$ cat config.mk
export PLATFORM = sky130hd
export DESIGN_NAME = priority_nearest_target_select_flat
export DESIGN_NICKNAME = d
export VERILOG_FILES = /design/src/hw/rtl/pnts_pkg.sv /design/src/hw/rtl/pnts_ifs.sv /design/src/hw/rtl/pnts_rank_lookup.sv /design/src/hw/rtl/priority_nearest_target_select.sv /design/src/flat_wrapper.sv
export SDC_FILE = /design/constraint.sdc
export NUM_CORES = 2
export LEC_CHECK = 0
export BUFFER_PORTS_ARGS = -buffer_cell sky130_fd_sc_hd__buf_2
export CAP_MARGIN = 20
export CORE_MARGIN = 4
export CORE_UTILIZATION = 40
export CTS_CLUSTER_SIZE = 40
export DETAILED_ROUTE_END_ITERATION = 12
export PLACE_DENSITY_LB_ADDON = 0.08
export SLEW_MARGIN = 10
export SYNTH_ARGS = -nofsm -noshare
export SYNTH_HDL_FRONTEND = slang
export SYNTH_SLANG_ARGS = --single-unit
$ cat constraint.sdc
create_clock -name clk -period 13.6 [get_ports clk]
set_clock_uncertainty 0.05 [all_clocks]
set_input_delay 2.04 -clock clk [delete_from_list [all_inputs] [get_ports clk]]
set_output_delay 2.04 -clock clk [all_outputs]
set_load 0.005 [all_outputs]
$ cat src/hw/rtl/pnts_pkg.sv
`default_nettype none
package pnts_pkg;

  localparam int COORD_BITS_DEF = 24;
  localparam int MAX_CATEGORIES = 8;
  localparam int HANDLE_W = 32;
  localparam int CODE_W = 4;
  localparam int ORDER_SLOTS = 8;
  localparam int ORDER_W = ORDER_SLOTS * CODE_W;
  localparam int COUNT_W = 4;
  localparam int RANK_W = $clog2(ORDER_SLOTS);
  localparam int ACTIVE_SLOTS = (MAX_CATEGORIES < ORDER_SLOTS) ? MAX_CATEGORIES : ORDER_SLOTS;

  localparam int APB_DATA_W = 32;
  localparam int APB_ADDR_W = 5;
  localparam int REG_INDEX_W = 3;

  typedef enum logic [REG_INDEX_W-1:0] {
    REG_TARGET_FACTION = 3'd0,
    REG_CATEGORY_ORDER = 3'd1,
    REG_CATEGORY_COUNT = 3'd2,
    REG_ORIGIN_X       = 3'd3,
    REG_ORIGIN_Y       = 3'd4,
    REG_ORIGIN_Z       = 3'd5
  } reg_index_t;

  typedef struct packed {
    logic              hit;
    logic [RANK_W-1:0] rank;
  } rank_match_t;

endpackage
`default_nettype wire

$ cat src/hw/rtl/pnts_ifs.sv
`default_nettype none
interface pnts_cand_if #(
  parameter int COORD_BITS = pnts_pkg::COORD_BITS_DEF
) ();
  import pnts_pkg::*;

  logic                         valid;
  logic                         ready;
  logic [HANDLE_W-1:0]          handle;
  logic signed [COORD_BITS-1:0] pos_x;
  logic signed [COORD_BITS-1:0] pos_y;
  logic signed [COORD_BITS-1:0] pos_z;
  logic [CODE_W-1:0]            category;
  logic                         faction;
  logic                         last;

  modport source (output valid, handle, pos_x, pos_y, pos_z, category, faction, last,
                  input ready);
  modport sink (input valid, handle, pos_x, pos_y, pos_z, category, faction, last,
                output ready);
endinterface

interface pnts_result_if ();
  import pnts_pkg::*;

  logic                valid;
  logic                ready;
  logic [HANDLE_W-1:0] target_handle;
  logic                found;

  modport source (output valid, target_handle, found, input ready);
  modport sink (input valid, target_handle, found, output ready);
endinterface
`default_nettype wire

$ cat src/hw/rtl/pnts_rank_lookup.sv
`default_nettype none
module pnts_rank_lookup (
  input  wire logic [pnts_pkg::CODE_W-1:0]  category,
  input  wire logic [pnts_pkg::ORDER_W-1:0] category_order,
  input  wire logic [pnts_pkg::COUNT_W-1:0] category_count,
  output pnts_pkg::rank_match_t              match
);
  import pnts_pkg::*;

  logic [COUNT_W-1:0] slots_used;

  assign slots_used = (category_count > COUNT_W'(ACTIVE_SLOTS)) ?
                      COUNT_W'(ACTIVE_SLOTS) : category_count;

  // Walk from the highest slot down so that the lowest matching slot wins.
  always_comb begin
    match.hit  = 1'b0;
    match.rank = '0;
    for (int i = ORDER_SLOTS - 1; i >= 0; i--) begin
      if ((COUNT_W'(i) < slots_used) && (category_order[i*CODE_W +: CODE_W] == category)) begin
        match.hit  = 1'b1;
        match.rank = RANK_W'(i);
      end
    end
  end

endmodule
`default_nettype wire

$ cat src/hw/rtl/priority_nearest_target_select.sv
// Path: the last candidate of a scan passes the input register, the magnitude,
// square and sum stages and then the output register that holds the result word.
// Throughput: one candidate per cycle, the same in every stage and in the running
// best register, until a result held in the output register stalls a last word.
// Reset: synchronous; empties the pipeline and the output register, clears the
// running best and loads the register defaults (target faction 1, all else zero).
`default_nettype none
module priority_nearest_target_select #(
  parameter int COORD_BITS = pnts_pkg::COORD_BITS_DEF
) (
  input  wire logic                            clk,
  input  wire logic                            rst,
  pnts_cand_if.sink                            cand,
  pnts_result_if.source                        result,
  input  wire logic                            psel,
  input  wire logic                            penable,
  input  wire logic                            pwrite,
  input  wire logic [pnts_pkg::APB_ADDR_W-1:0] paddr,
  input  wire logic [pnts_pkg::APB_DATA_W-1:0] pwdata,
  output logic      [pnts_pkg::APB_DATA_W-1:0] prdata,
  output logic                                 pready
);
  import pnts_pkg::*;

  localparam int MAG_W = COORD_BITS;
  localparam int SQ_W = 2 * COORD_BITS;
  localparam int DIST_W = 2 * COORD_BITS + 2;

  // Configuration registers.
  logic                  target_faction;
  logic [ORDER_W-1:0]    category_order;
  logic [COUNT_W-1:0]    category_count;
  logic [COORD_BITS-1:0] origin [3];

  reg_index_t reg_index;
  logic       cfg_write;

  assign pready    = 1'b1;
  assign reg_index = reg_index_t'(paddr[APB_ADDR_W-1:2]);
  assign cfg_write = psel && penable && pwrite;

  always_ff @(posedge clk) begin
    if (rst) begin
      target_faction <= 1'b1;
      category_order <= '0;
      category_count <= '0;
      origin[0]      <= '0;
      origin[1]      <= '0;
      origin[2]      <= '0;
    end else if (cfg_write) begin
      unique case (reg_index)
        REG_TARGET_FACTION: target_faction <= pwdata[0];
        REG_CATEGORY_ORDER: category_order <= pwdata[ORDER_W-1:0];
        REG_CATEGORY_COUNT: category_count <= pwdata[COUNT_W-1:0];
        REG_ORIGIN_X:       origin[0] <= pwdata[COORD_BITS-1:0];
        REG_ORIGIN_Y:       origin[1] <= pwdata[COORD_BITS-1:0];
        REG_ORIGIN_Z:       origin[2] <= pwdata[COORD_BITS-1:0];
        default: ;
      endcase
    end
  end

  always_comb begin
    unique case (reg_index)
      REG_TARGET_FACTION: prdata = APB_DATA_W'(target_faction);
      REG_CATEGORY_ORDER: prdata = APB_DATA_W'(category_order);
      REG_CATEGORY_COUNT: prdata = APB_DATA_W'(category_count);
      REG_ORIGIN_X:       prdata = APB_DATA_W'(origin[0]);
      REG_ORIGIN_Y:       prdata = APB_DATA_W'(origin[1]);
      REG_ORIGIN_Z:       prdata = APB_DATA_W'(origin[2]);
      default:            prdata = '0;
    endcase
  end

  // Pipeline registers.
  logic                  a_valid, b_valid, c_valid, d_valid;
  logic [HANDLE_W-1:0]   a_handle, b_handle, c_handle, d_handle;
  logic                  a_last, b_last, c_last, d_last;
  logic [COORD_BITS-1:0] a_pos [3];
  logic [CODE_W-1:0]     a_category;
  logic                  a_faction;
  logic                  b_qual, c_qual, d_qual;
  logic [RANK_W-1:0]     b_rank, c_rank, d_rank;
  logic [MAG_W-1:0]      b_mag [3];
  logic [SQ_W-1:0]       c_sq [3];
  logic [DIST_W-1:0]     d_dist;

  // Running best and output register.
  logic                have_best;
  logic [HANDLE_W-1:0] best_handle;
  logic [RANK_W-1:0]   best_rank;
  logic [DIST_W-1:0]   best_dist;
  logic                out_valid;
  logic [HANDLE_W-1:0] out_handle;
  logic                out_found;

  logic d_take, adv_d, adv_c, adv_b, adv_a;

  // A last word may only leave stage d when the output register has room.
  assign d_take = d_valid && (!d_last || !out_valid || result.ready);
  assign adv_d  = !d_valid || d_take;
  assign adv_c  = !c_valid || adv_d;
  assign adv_b  = !b_valid || adv_c;
  assign adv_a  = !a_valid || adv_b;

  assign cand.ready = adv_a;

  rank_match_t a_match;
  logic [MAG_W-1:0] a_mag [3];

  pnts_rank_lookup u_rank_lookup (
    .category       (a_category),
    .category_order (category_order),
    .category_count (category_count),
    .match          (a_match)
  );

  always_comb begin
    logic [COORD_BITS:0] diff;
    logic [COORD_BITS:0] absd;
    for (int k = 0; k < 3; k++) begin
      diff = {a_pos[k][COORD_BITS-1], a_pos[k]} - {origin[k][COORD_BITS-1], origin[k]};
      absd = diff[COORD_BITS] ? (~diff + 1'b1) : diff;
      // The difference of two in-range coordinates never reaches 2^COORD_BITS.
      a_mag[k] = absd[MAG_W-1:0];
    end
  end

  always_ff @(posedge clk) begin
    if (rst) begin
      a_valid <= 1'b0;
      b_valid <= 1'b0;
      c_valid <= 1'b0;
      d_valid <= 1'b0;
    end else begin
      if (adv_a) a_valid <= cand.valid;
      if (adv_b) b_valid <= a_valid;
      if (adv_c) c_valid <= b_valid;
      if (adv_d) d_valid <= c_valid;
    end
  end

  always_ff @(posedge clk) begin
    if (adv_a) begin
      a_handle   <= cand.handle;
      a_pos[0]   <= cand.pos_x;
      a_pos[1]   <= cand.pos_y;
      a_pos[2]   <= cand.pos_z;
      a_category <= cand.category;
      a_faction  <= cand.faction;
      a_last     <= cand.last;
    end
    if (adv_b) begin
      b_handle <= a_handle;
      b_last   <= a_last;
      b_qual   <= a_match.hit && (a_faction == target_faction);
      b_rank   <= a_match.rank;
      b_mag[0] <= a_mag[0];
      b_mag[1] <= a_mag[1];
      b_mag[2] <= a_mag[2];
    end
    if (adv_c) begin
      c_handle <= b_handle;
      c_last   <= b_last;
      c_qual   <= b_qual;
      c_rank   <= b_rank;
      c_sq[0]  <= SQ_W'(b_mag[0]) * SQ_W'(b_mag[0]);
      c_sq[1]  <= SQ_W'(b_mag[1]) * SQ_W'(b_mag[1]);
      c_sq[2]  <= SQ_W'(b_mag[2]) * SQ_W'(b_mag[2]);
    end
    if (adv_d) begin
      d_handle <= c_handle;
      d_last   <= c_last;
      d_qual   <= c_qual;
      d_rank   <= c_rank;
      d_dist   <= DIST_W'(c_sq[0]) + DIST_W'(c_sq[1]) + DIST_W'(c_sq[2]);
    end
  end

  // Best candidate so far, including the word now leaving stage d.
  logic                take;
  logic                have_best_next;
  logic [HANDLE_W-1:0] best_handle_next;
  logic [RANK_W-1:0]   best_rank_next;
  logic [DIST_W-1:0]   best_dist_next;

  always_comb begin
    priority if (!have_best) begin
      take = 1'b1;
    end else if (d_rank != best_rank) begin
      take = d_rank < best_rank;
    end else begin
      take = d_dist < best_dist;
    end
    if (d_qual && take) begin
      have_best_next   = 1'b1;
      best_handle_next = d_handle;
      best_rank_next   = d_rank;
      best_dist_next   = d_dist;
    end else begin
      have_best_next   = have_best;
      best_handle_next = best_handle;
      best_rank_next   = best_rank;
      best_dist_next   = best_dist;
    end
  end

  always_ff @(posedge clk) begin
    if (rst) begin
      have_best <= 1'b0;
      out_valid <= 1'b0;
    end else begin
      if (d_take) begin
        have_best <= d_last ? 1'b0 : have_best_next;
      end
      if (d_take && d_last) begin
        out_valid <= 1'b1;
      end else if (result.ready) begin
        out_valid <= 1'b0;
      end
    end
  end

  always_ff @(posedge clk) begin
    if (d_take) begin
      best_handle <= best_handle_next;
      best_rank   <= best_rank_next;
      best_dist   <= best_dist_next;
    end
    if (d_take && d_last) begin
      out_handle <= have_best_next ? best_handle_next : '0;
      out_found  <= have_best_next;
    end
  end

  assign result.valid         = out_valid;
  assign result.target_handle = out_handle;
  assign result.found         = out_found;

  a_reset_empties_output: assert property (@(posedge clk) rst |=> !result.valid)
    else $error("result valid straight after reset");

  a_none_found_gives_zero: assert property (@(posedge clk) disable iff (rst)
    (result.valid && !result.found) |-> (result.target_handle == '0))
    else $error("handle not zero although nothing was found");

  a_last_clears_search: assert property (@(posedge clk) disable iff (rst)
    (d_take && d_last) |=> (!have_best && result.valid))
    else $error("end of scan did not clear the search and raise a result");

  a_last_waits_for_room: assert property (@(posedge clk) disable iff (rst)
    (d_valid && d_last && result.valid && !result.ready) |-> !d_take)
    else $error("end of scan left stage d while the output register was full");

endmodule
`default_nettype wire
$ cat src/flat_wrapper.sv
// flat-port wrapper written by rule: the top's interface ports become plain ports
module priority_nearest_target_select_flat import pnts_pkg::*;
#(
  parameter int COORD_BITS = pnts_pkg::COORD_BITS_DEF
)
  (clk, rst, psel, penable, pwrite, paddr, pwdata, prdata, pready, cand_valid, cand_handle, cand_pos_x, cand_pos_y, cand_pos_z, cand_category, cand_faction, cand_last, cand_ready, result_valid, result_target_handle, result_found, result_ready);
  pnts_cand_if #(.COORD_BITS(COORD_BITS)) cand_i ();
  pnts_result_if result_i ();
  input  wire logic clk;
  input  wire logic rst;
  input  wire logic psel;
  input  wire logic penable;
  input  wire logic pwrite;
  input  wire logic [pnts_pkg::APB_ADDR_W-1:0] paddr;
  input  wire logic [pnts_pkg::APB_DATA_W-1:0] pwdata;
  output logic      [pnts_pkg::APB_DATA_W-1:0] prdata;
  output logic pready;
  input wire logic [$bits(cand_i.valid)-1:0] cand_valid;
  input wire logic [$bits(cand_i.handle)-1:0] cand_handle;
  input wire logic [$bits(cand_i.pos_x)-1:0] cand_pos_x;
  input wire logic [$bits(cand_i.pos_y)-1:0] cand_pos_y;
  input wire logic [$bits(cand_i.pos_z)-1:0] cand_pos_z;
  input wire logic [$bits(cand_i.category)-1:0] cand_category;
  input wire logic [$bits(cand_i.faction)-1:0] cand_faction;
  input wire logic [$bits(cand_i.last)-1:0] cand_last;
  output wire logic [$bits(cand_i.ready)-1:0] cand_ready;
  output wire logic [$bits(result_i.valid)-1:0] result_valid;
  output wire logic [$bits(result_i.target_handle)-1:0] result_target_handle;
  output wire logic [$bits(result_i.found)-1:0] result_found;
  input wire logic [$bits(result_i.ready)-1:0] result_ready;
  assign cand_i.valid = cand_valid;
  assign cand_i.handle = cand_handle;
  assign cand_i.pos_x = cand_pos_x;
  assign cand_i.pos_y = cand_pos_y;
  assign cand_i.pos_z = cand_pos_z;
  assign cand_i.category = cand_category;
  assign cand_i.faction = cand_faction;
  assign cand_i.last = cand_last;
  assign cand_ready = cand_i.ready;
  assign result_valid = result_i.valid;
  assign result_target_handle = result_i.target_handle;
  assign result_found = result_i.found;
  assign result_i.ready = result_ready;
  priority_nearest_target_select #(.COORD_BITS(COORD_BITS)) u_core (.clk(clk), .rst(rst), .cand(cand_i), .result(result_i), .psel(psel), .penable(penable), .pwrite(pwrite), .paddr(paddr), .pwdata(pwdata), .prdata(prdata), .pready(pready));
endmodule
==> out/metrics.yaml <==
grt_setup_unrepaired: "no"
grt_overflow: 0
drt_first_iter_violations: 2647
path_max_fanout: 25
cp_data_required_time_ns: 14.03
cts.sink_count: 717
hold_path_depth: 0
vias: 54700
cts_inserted_buffers: 87
antenna_found_initial: 13
post_drt_wl_per_cell_um: 18.5
use_met3: 0.0220
top_usage_layer: "met2"
synth-simple-area-share: 0.100
max_freq_mhz: 111
arrival_ns: 9.42
fin_setup_tns_ns: 0
syn-num-nets: 10300
area_delta_synth_final_pct: 9.04
place_ws_ns: 4.83
ios: 222
core_area_mm2: 0.208
dpl.hpwl_mm: 167
dr.pass1.iters: 5
reg2reg_depth: 28
critPathLaunchType: "register"
layout_min_cycle_time_ns: 8.99
die_x_um: 465
ys_warn_count: 0
fin_crit_sh: 0.661
use_met2: 0.337
outcome: "complete, no violations"
async_flop_share: 0
reg2reg_from: "u_core.b_mag[0][38]$_DFFE_PP_"
r2r-end: "u_core.c_sq[0][94]$_DFFE_PP_"
nets: 10500
io_buffer_count: 218
slew_viol_final: 0
root_buffer: "clkbuf_16"
clk_latency_ns: 0.73
min_from: "u_core.c_handle[28]$_DFFE_PP_"
setup_violations: 0
dp.cells: 11000
drive_gt1_frac: 0.0649
min_to: "u_core.d_handle[28]$_DFFE_PP_"
drc: 0
grt_use_met1: 0.267
fp-row-count: 167
layout_setup_ws_ns: 4.61
most-common-layout-cells: "inv_1 (1984), fa_1 (1271), ha_1 (755), nand2_1 (698), edfxtp_1 (674)"
synth_compound_area_frac: 0.0792
hp-class: "register to register"
slew_headroom: 0.247
slowest_stage: "a2111oi_0"
synthMuxAreaShare: 0.0114
whs_ns: 0.358
gp_congestion: 0.861
synth_area_mm2: 0.0837
synth_edf_count: 674
crit_path_end_kind: "register"
die_area_mm2: 0.217
stdcell_count: 11200
r2r_slack_ns: 4.61
yosys.area.top_type: "fa_1"
via_per_inst: 4.88
synth_xor_area_frac: 0.0412
wl_mm: 207
syn_area_per_cell_um2: 10.3
grt_max_degree: 157
grt_pass1_vias: 59600
yosysSeqAreaShare: 0.252
final_common_cell: "inv_1"
grt_pass1_wl_mm: 335
ys.flop_type: "edfxtp_1"
yosysUniqueCellTypes: 102
timing.final.hold_violations: 0
cts_buffer_depth: 3
cts_max_level: 3
clk_pin_slew_ns: 0.06
tritoncts: "yes"
synthAdderAreaFrac: 0.417
ant_nets: 0
cts_resized: 0
synth_top_family_by_area: "adder cells"
critPathKind: "register to register"
synth_top_cell_area_share: 0.304
max_cap_violations: 0
die_y_um: 465
synthTopCellsByArea: "fa_1 (30%), edfxtp_1 (24%), ha_1 (11%), inv_1 (8.9%), nand2_1 (3.1%)"
grt.total_usage: 0.197
hold_buffers: 0
tightest_slew_ns: 1.13
critPathMaxStageDelay_ns: 0.92
initial_core_util: 0.403
postCtsSetupBuffers: 0
synth-seq-cells: 717
syn-instance-count: 8165
-- state kept, by name, indices dropped and copies added (netlist names), 4 cells and up --
name	cells
u_core.a_pos	72
u_core.best_dist	50
u_core.best_handle	32
u_core.b_mag	72
u_core.c_sq	141
u_core.category_order	32
u_core.result.target_handle	32
u_core.d_dist	50
u_core.b_handle	32
u_core.a_handle	32
u_core.origin	72
u_core.a_category	4
u_core.category_count	4
u_core.d_handle	32
u_core.c_handle	32
-- cell families (layout without fill, tap and decap cells) --
logic type | Yosys count | in the layout
flops | 717 | 717
simple gates | 1728 | 1728
xor+xnor | 394 | 394
compound gates | 1010 | 1010
other cells | 1 | 9
buf+inv | 2203 | 2461
fa+ha+maj | 2026 | 2026
mux | 86 | 86
-- worst max path at each step --
stage | start | endpoint | cells after the start
3_5_place_dp | u_core.b_mag[0][24]$_DFFE_PP_ | u_core.c_sq[0][94]$_DFFE_PP_ | 28
5_1_grt | u_core.b_mag[0][38]$_DFFE_PP_ | u_core.c_sq[0][94]$_DFFE_PP_ | 28
2_1_floorplan | u_core.b_mag[0][17]$_DFFE_PP_ | u_core.c_sq[0][46]$_DFFE_PP_ | 27
6_report | u_core.b_mag[0][38]$_DFFE_PP_ | u_core.c_sq[0][94]$_DFFE_PP_ | 28
4_1_cts | u_core.b_mag[0][24]$_DFFE_PP_ | u_core.c_sq[0][94]$_DFFE_PP_ | 28
3_3_place_gp | u_core.b_mag[0][26]$_DFFE_PP_ | u_core.c_sq[0][94]$_DFFE_PP_ | 28
-- stage by stage --
stage | util | area [µm²]
floorplan | - | 83700
global placement | 0.425 | 88200
detailed placement | 0.425 | 88200
CTS | 0.439 | 91200
global route | 0.439 | 91300
finish | 0.439 | 91300
-- critical path, delay by kind of cell (launching register included) --
kind,cells,cell delay (ns)
AOI/OAI and AO/OA,6,2.24
and+or+nand+nor,5,1.06
DFF,1,0.32
adders and majority gates,8,4.04
buffers and inverters,8,0.70
xor gates and xnor gates,1,0.27
-- cells in the mapped netlist (all sizes together) (14+ instances only) --
master / instances
nand3: 65
a22oi: 25
nor2: 261
edfxtp: 674
nand2b: 47
a211oi: 42
nor2b: 50
mux2: 72
nand4: 45
inv: 1985
or2: 21
clkbuf: 210
o31ai: 17
a41oi: 16
and3: 28
xnor2: 266
xor2: 128
o21bai: 37
a22o: 35
mux2i: 14
fa: 1271
a21o: 129
nor3: 57
a21oi: 336
ha: 755
a31oi: 38
o21a: 45
o21ai: 135
o211ai: 39
and2: 383
nand2: 700
dfxtp: 43
-- final cells by class --
| type | count | area [µm²] |
|---|---|---|
| Fill cell | 20100 | 116000 |
| Multi-Input combinational cell | 5245 | 54400 |
| Clock inverter | 55 | 679 |
| Inverter | 1985 | 7450 |
| Clock buffer | 108 | 2300 |
| Sequential cell | 717 | 21100 |
| Timing Repair Buffer | 313 | 1840 |
| Antenna cell | 8 | 20.0 |
| Tap cell | 2788 | 3490 |
-- routing by layer --
layer | vias to the layer above | wire length (µm)
li1 | 26200 | -
met1 | 27400 | 94100
met2 | 911 | 101000
met3 | 200 | 7240
met4 | 8 | 5580
met5 | - | 47
Power is left out: the tool's default activity adds up to more than one toggle a clock period on the data nets, which glitch-free logic cannot reach.
